<file path="config.mk">
export PLATFORM = sky130hd
export DESIGN_NAME = ssc_check
export DESIGN_NICKNAME = d
export VERILOG_FILES = /design/src/ssc_pkg.sv /design/src/ssc_check.sv
export SDC_FILE = /design/constraint.sdc
export NUM_CORES = 1
export LEC_CHECK = 0
export CAP_MARGIN = 10
export CORE_AREA = 5 5 84 86
export DETAILED_ROUTE_END_ITERATION = 16
export DIE_AREA = 0 0 89 91
export DONT_BUFFER_PORTS = 1
export GPL_ROUTABILITY_DRIVEN = 0
export SYNTH_ARGS = -nofsm -noshare
export SYNTH_HDL_FRONTEND = slang
export SYNTH_SLANG_ARGS = --single-unit
export TNS_END_PERCENT = 1
</file>
<file path="constraint.sdc">
create_clock -name vclk -period 2.5
set_clock_uncertainty 0.15 [all_clocks]
set_input_delay 0.375 -clock vclk [all_inputs]
set_output_delay 0.375 -clock vclk [all_outputs]
set_load 0.01 [all_outputs]
</file>
<file path="src/ssc_pkg.sv">
`timescale 1ns / 1ps

package ssc_pkg;

  localparam int CID_W   = 8;
  localparam int CONN_W  = 10;
  localparam int SEQ_W   = 32;
  localparam int CLIENTS = 1 << CID_W;

  localparam logic [SEQ_W-1:0] SEQ_START = SEQ_W'(1);

  typedef enum logic [1:0] {
    ST_OK           = 2'd0,
    ST_WRONG_CONN   = 2'd1,
    ST_SEQ_MISMATCH = 2'd2,
    ST_UNBOUND      = 2'd3
  } status_t;

  typedef enum logic {
    CMD_REQUEST  = 1'b0,
    CMD_RESPONSE = 1'b1
  } cmd_t;

  // One session entry as kept in the table
  typedef struct packed {
    logic [CONN_W-1:0] owner;
    logic [SEQ_W-1:0]  exp_seq;
    logic [SEQ_W-1:0]  rsp_seq;
  } row_t;

  typedef struct packed {
    logic bound;
    row_t row;
  } lookup_t;

  typedef struct packed {
    logic             accepted;
    status_t          status;
    logic [SEQ_W-1:0] out_seq;
  } result_t;

endpackage

</file>
<file path="src/ssc_check.sv">
`timescale 1ns / 1ps

module ssc_check (
  input  logic                       cmd,
  input  logic [ssc_pkg::CONN_W-1:0] connection_id,
  input  logic [ssc_pkg::SEQ_W-1:0]  seq_num,
  input  ssc_pkg::lookup_t           entry,
  output ssc_pkg::result_t           result,
  output logic                       wr_en,
  output ssc_pkg::row_t              wr_row
);
  import ssc_pkg::*;

  logic [CONN_W-1:0] owner;

  // First request binds the client to its own connection
  assign owner = entry.bound ? entry.row.owner : connection_id;

  always_comb begin
    result.accepted = 1'b0;
    result.status   = ST_OK;
    result.out_seq  = '0;
    wr_row          = entry.row;
    wr_row.owner    = owner;
    wr_en           = 1'b0;
    if (cmd == CMD_RESPONSE) begin
      if (!entry.bound) begin
        result.status = ST_UNBOUND;
      end else begin
        result.accepted = 1'b1;
        result.out_seq  = entry.row.rsp_seq;
        wr_row.rsp_seq  = entry.row.rsp_seq + SEQ_START;
        wr_en           = 1'b1;
      end
    end else begin
      // Write back always: keeps a fresh binding even on a rejected request
      wr_en = 1'b1;
      if (owner != connection_id) begin
        result.status = ST_WRONG_CONN;
      end else if (entry.row.exp_seq != seq_num) begin
        result.status = ST_SEQ_MISMATCH;
      end else begin
        result.accepted = 1'b1;
        wr_row.exp_seq  = seq_num + SEQ_START;
      end
    end
  end

endmodule

</file>
* Word level (Yosys, flattened, before mapping) *
Index checks and enable logic that the tools add are counted.

operators by class
  mux-type cells = 16
  add/subtract/negate cells = 2
  equality and inequality tests = 2

operators by type and width
  operator                                        count
  two-way mux 32 bit                              7
  adder 32 x 1 -> 32 bit (second input constant)  2
  inequality test 32 bit                          1
  two-way mux 10 bit                              1
  inequality test 10 bit                          1
  two-way mux 2 bit                               3
  two-way mux 1 bit                               4
  two-way mux 3 bit                               1

word-level totals
  output and inout port bits = 110
  register bits = 0
  logic and storage cells = 20
  input bits = 118

* Logic depth before layout (Yosys ltp) *
  word-level depth = 4
  depth in mapped cells = 7
  mapped depth without buffers = 5

* Least setup slack after synthesis *
OpenSTA, ideal clock, no wires.

  kind = input port to output port
  from = input port entry[54] (netlist bit)
  to = output port wr_row[35] (netlist bit)
  data arrival time = 1.821 ns
  buffers on the path = 1
  required time = 1.975 ns
  stages = 6
  path slack = 0.154 ns
  path through = xor2_1 -> nor4_2 -> nand4_1 -> nor3_4 -> buf_6 -> mux2_4

RTL lines
  item             RTL line         source
  start, declared  ssc_check.sv:7   input ssc_pkg::lookup_t entry,
  end, declared    ssc_check.sv:10  output ssc_pkg::row_t wr_row

==> load_flow_metrics.sql <==
INSERT INTO impl_metrics (metric_group, metric, value, unit) VALUES
('logic_synthesis', 'muxShareOfSynthArea', '22.9', '%'),
('timing', 'max_slew_margin', '71.4', '%'),
('logic_synthesis', 'post_syn_nets', '461', ''),
('power_and_ir_drop', 'power.ir.vdd_worst', '0.0533', 'mV'),
('timing', 'hold_violations', '0', ''),
('timing', 'maxSlewViolCount', '0', ''),
('logic_synthesis', 'dominant_combinational_cell_family_by_area_after_synthesis', 'simple AND/OR/NAND/NOR gates', ''),
('floorplan', 'core.rowCount', '29', ''),
('detailed_routing', 'drt-initial-drc-count', '101', ''),
('setup_path', 'startpoint_type', 'input pin', ''),
('cells_and_area', 'number_of_clock_buffers_in_the_layout', '0', ''),
('timing', 'worstMarginPinSlew', '428', 'ps'),
('cells_and_area', 'final_common_cell', 'sky130_fd_sc_hd__xor2_1', ''),
('floorplan', 'dieHeight', '91', 'um'),
('floorplan', 'dieArea', '8100', 'sq um'),
('global_route', 'number_of_global_route_vias_before_repair', '2605', ''),
('setup_path', 'critical_path_arrival', '1990', 'ps'),
('global_route', 'antenna_found_initial', '0', ''),
('timing', 'setup_slack', '-12.2', 'ps'),
('detailed_routing', 'routedLengthMet1', '3250', 'um'),
('run_status', 'violations', 'setup timing', ''),
('global_route', 'grt_first_pass_wirelength', '13400', 'um'),
('logic_synthesis', 'post_synthesis_compound_gate_area_fraction', '0.430', '%'),
('logic_synthesis', 'yosys.area_share.simple', '36.6', '%'),
('logic_synthesis', 'synthesis.area', '2620', 'sq um'),
('global_route', 'globalRouteOverflowTotal', '0', ''),
('detailed_routing', 'detail-route-antenna-nets', '0', ''),
('logic_synthesis', 'synth_sequential_area_ratio', '0', '%'),
('cells_and_area', 'fin_nets', '461', ''),
('timing', 'setup_total_negative_slack', '-148', 'ps'),
('detailed_routing', 'first_pass_iteration_count_of_the_detailed_router', '4', ''),
('cells_and_area', 'syn2layout_area_growth', '7.50', '%'),
('detailed_routing', 'routed_wl', '8970', 'um'),
('run_status', 'run_status', 'complete, but fails checks', ''),
('cells_and_area', 'design.seq.count', '0', ''),
('detailed_routing', 'wl_per_cell', '21.6', 'um'),
('cells_and_area', 'regArea', '0', 'sq um'),
('placed_design', 'buffer_ports.inserted', '0', ''),
('floorplan', 'io_pins', '228', ''),
('detailed_routing', 'drt_drc_violations_left', '0', ''),
('cells_and_area', 'final_cell_mix', 'sky130_fd_sc_hd__xor2_1, sky130_fd_sc_hd__and3_1, sky130_fd_sc_hd__xnor2_1', ''),
('floorplan', 'die_w', '89', 'um'),
('timing', 'fin_worst_hold_slack', '686', 'ps'),
('timing', 'post-route-min-period', '2510', 'ps'),
('cells_and_area', 'antenna_cells_inserted', '0', ''),
('setup_path', 'worst_path_cell_trace', 'xor2_1 -> nor4_2 -> buf_4 -> nand4_1 -> nor3_4 -> buf_4 -> buf_16 -> mux2_4', ''),
('timing', 'grt_setup_unrepaired', 'yes', ''),
('min_path', 'hold_path_startpoint', 'entry[28]', ''),
('detailed_routing', 'detail_routed_via_count_per_cell', '6.02', ''),
('setup_path', 'path_common_cell', 'sky130_fd_sc_hd__buf_4', ''),
('floorplan', 'core-area', '6200', 'sq um'),
('min_path', 'worstHoldEndpoint', 'wr_row[28]', ''),
('setup_path', 'cpPeakStageDelay', '330', 'ps'),
('timing', 'post-route-period-util', '100', '%'),
('clocking', 'cts_hold_repair.buffers', '0', ''),
('floorplan', 'initial_utilization', '42.2', '%'),
('setup_path', 'worstPathBufferInverterCount', '3', ''),
('global_route', 'track_usage', '20.1', '%'),
('min_path', 'holdPathStages', '1', ''),
('detailed_routing', 'wl_met2', '4690', 'um'),
('detailed_routing', 'detailroute.via_count', '2499', ''),
('timing', 'setup_viol', '15', ''),
('logic_synthesis', 'yosys_warnings', '0', ''),
('job', 'maxCapViolations', '0', ''),
('setup_path', 'cp_max_fo', '15', ''),
('logic_synthesis', 'synth_area_per_cell', '7.70', 'sq um'),
('logic_synthesis', 'xor_xnor_share_of_the_synthesized_area', '34.1', '%'),
('cells_and_area', 'layout-drive-gt1-share', '19.5', '%'),
('power_and_ir_drop', 'cellLeakagePower', '1.20', 'nW'),
('timing', 'fmax', '398', 'MHz'),
('setup_path', 'crit_slowest_cell', 'sky130_fd_sc_hd__mux2_4', '');
through the flow:
stage	instances	area, sq um	setup WS (ps)	utilization (%)	power (W)
2_1_floorplan	340	2620	154	-	0.000262
3_3_place_gp	410	2700	-77.0	43.6	0.000295
3_5_place_dp	410	2700	-79.7	43.6	0.000296
4_1_cts	414	2790	-46.3	44.9	0.000300
5_1_grt	415	2810	-93.1	45.4	0.000325
6_report	415	2810	-12.2	45.4	0.000302
report_power, final:
group	leakage (nW)	switching, W	total, W	internal, W
registers	0	0	0	0
logic	1.20	0.000157	0.000302	0.000145
clock network	0	0	0	0
total	1.20	0.000157	0.000302	0.000145
synth_stat cells:
cell                        n  share of area [%]
sky130_fd_sc_hd__buf_6      3                1.3
sky130_fd_sc_hd__o21ai_0    1               0.19
sky130_fd_sc_hd__and3_1    42                 10
sky130_fd_sc_hd__or2_2      1               0.24
sky130_fd_sc_hd__nor3_1    14                2.7
sky130_fd_sc_hd__ha_1       3                1.4
sky130_fd_sc_hd__inv_1      7                1.0
sky130_fd_sc_hd__buf_2      1               0.19
sky130_fd_sc_hd__mux2_2    15                6.5
sky130_fd_sc_hd__clkbuf_1  10                1.4
sky130_fd_sc_hd__mux2i_1    1               0.38
sky130_fd_sc_hd__xnor2_1   33                 11
sky130_fd_sc_hd__mux2_4    28                 16
sky130_fd_sc_hd__nor2b_1    1               0.24
sky130_fd_sc_hd__nand2_1   24                3.4
sky130_fd_sc_hd__nand4_4    1               0.81
sky130_fd_sc_hd__and4_1     8                2.7
sky130_fd_sc_hd__nand4_1   13                3.1
sky130_fd_sc_hd__buf_4      2               0.57
sky130_fd_sc_hd__nand2b_1   1               0.24
sky130_fd_sc_hd__nand4_2    1               0.48
sky130_fd_sc_hd__nor2_1    16                2.3
sky130_fd_sc_hd__nor3_4     1               0.62
sky130_fd_sc_hd__and4_2     1               0.38
sky130_fd_sc_hd__a31oi_1    1               0.24
sky130_fd_sc_hd__nor4_2     1               0.48
sky130_fd_sc_hd__and2_1     9                2.2
sky130_fd_sc_hd__nand3_1   19                3.6
sky130_fd_sc_hd__xor2_1    69                 23
sky130_fd_sc_hd__nor4_1    13                3.1
timing repair:
item | in CTS | in global routing
setup buffers | 3 | 1
cloned | 2 | 0
resized for setup | 6 | 3
pin swaps | 2 | 3
endpoints found under the setup margin | 30 | 32
hold endpoints to repair | 0 | 0
cell families (layout without fill, tap and decap cells):
| kind of cell | Yosys count | in the layout |
|---|---|---|
| AND/OR/NAND/NOR | 166 | 166 |
| AO/OA/AOI/OAI | 2 | 2 |
| multiplexers | 44 | 44 |
| XOR/XNOR | 102 | 102 |
| buffers and inverters | 23 | 21 |
| adder cells (fa/ha/maj) | 3 | 3 |
layout make-up:
| type | count | area [sq um] |
|---|---|---|
| timing repair buffer | 14 | 161 |
| tap | 77 | 96.3 |
| multi-input combinational | 317 | 2530 |
| inverter | 7 | 26.3 |
| fill | 633 | 3390 |
how the worst max path moves through the flow:
stage | cells past startpoint | endpoint | slack, ps
final | 8 | wr_row[36] | -10
after global routing | 8 | wr_row[56] | -90
after CTS | 8 | wr_row[36] | -50
after detailed placement | 6 | wr_row[63] | -80
after global placement | 6 | wr_row[63] | -80
after floorplan | 6 | wr_row[35] | 150
routing by layer:
metal,vias to the layer above,GRT usage (%)
met5,-,0
met4,0,1.12
li1,1209,-
met1,1153,23.1
met2,133,37.8
met3,4,5.70
Power figures use the tool's default switching activity.
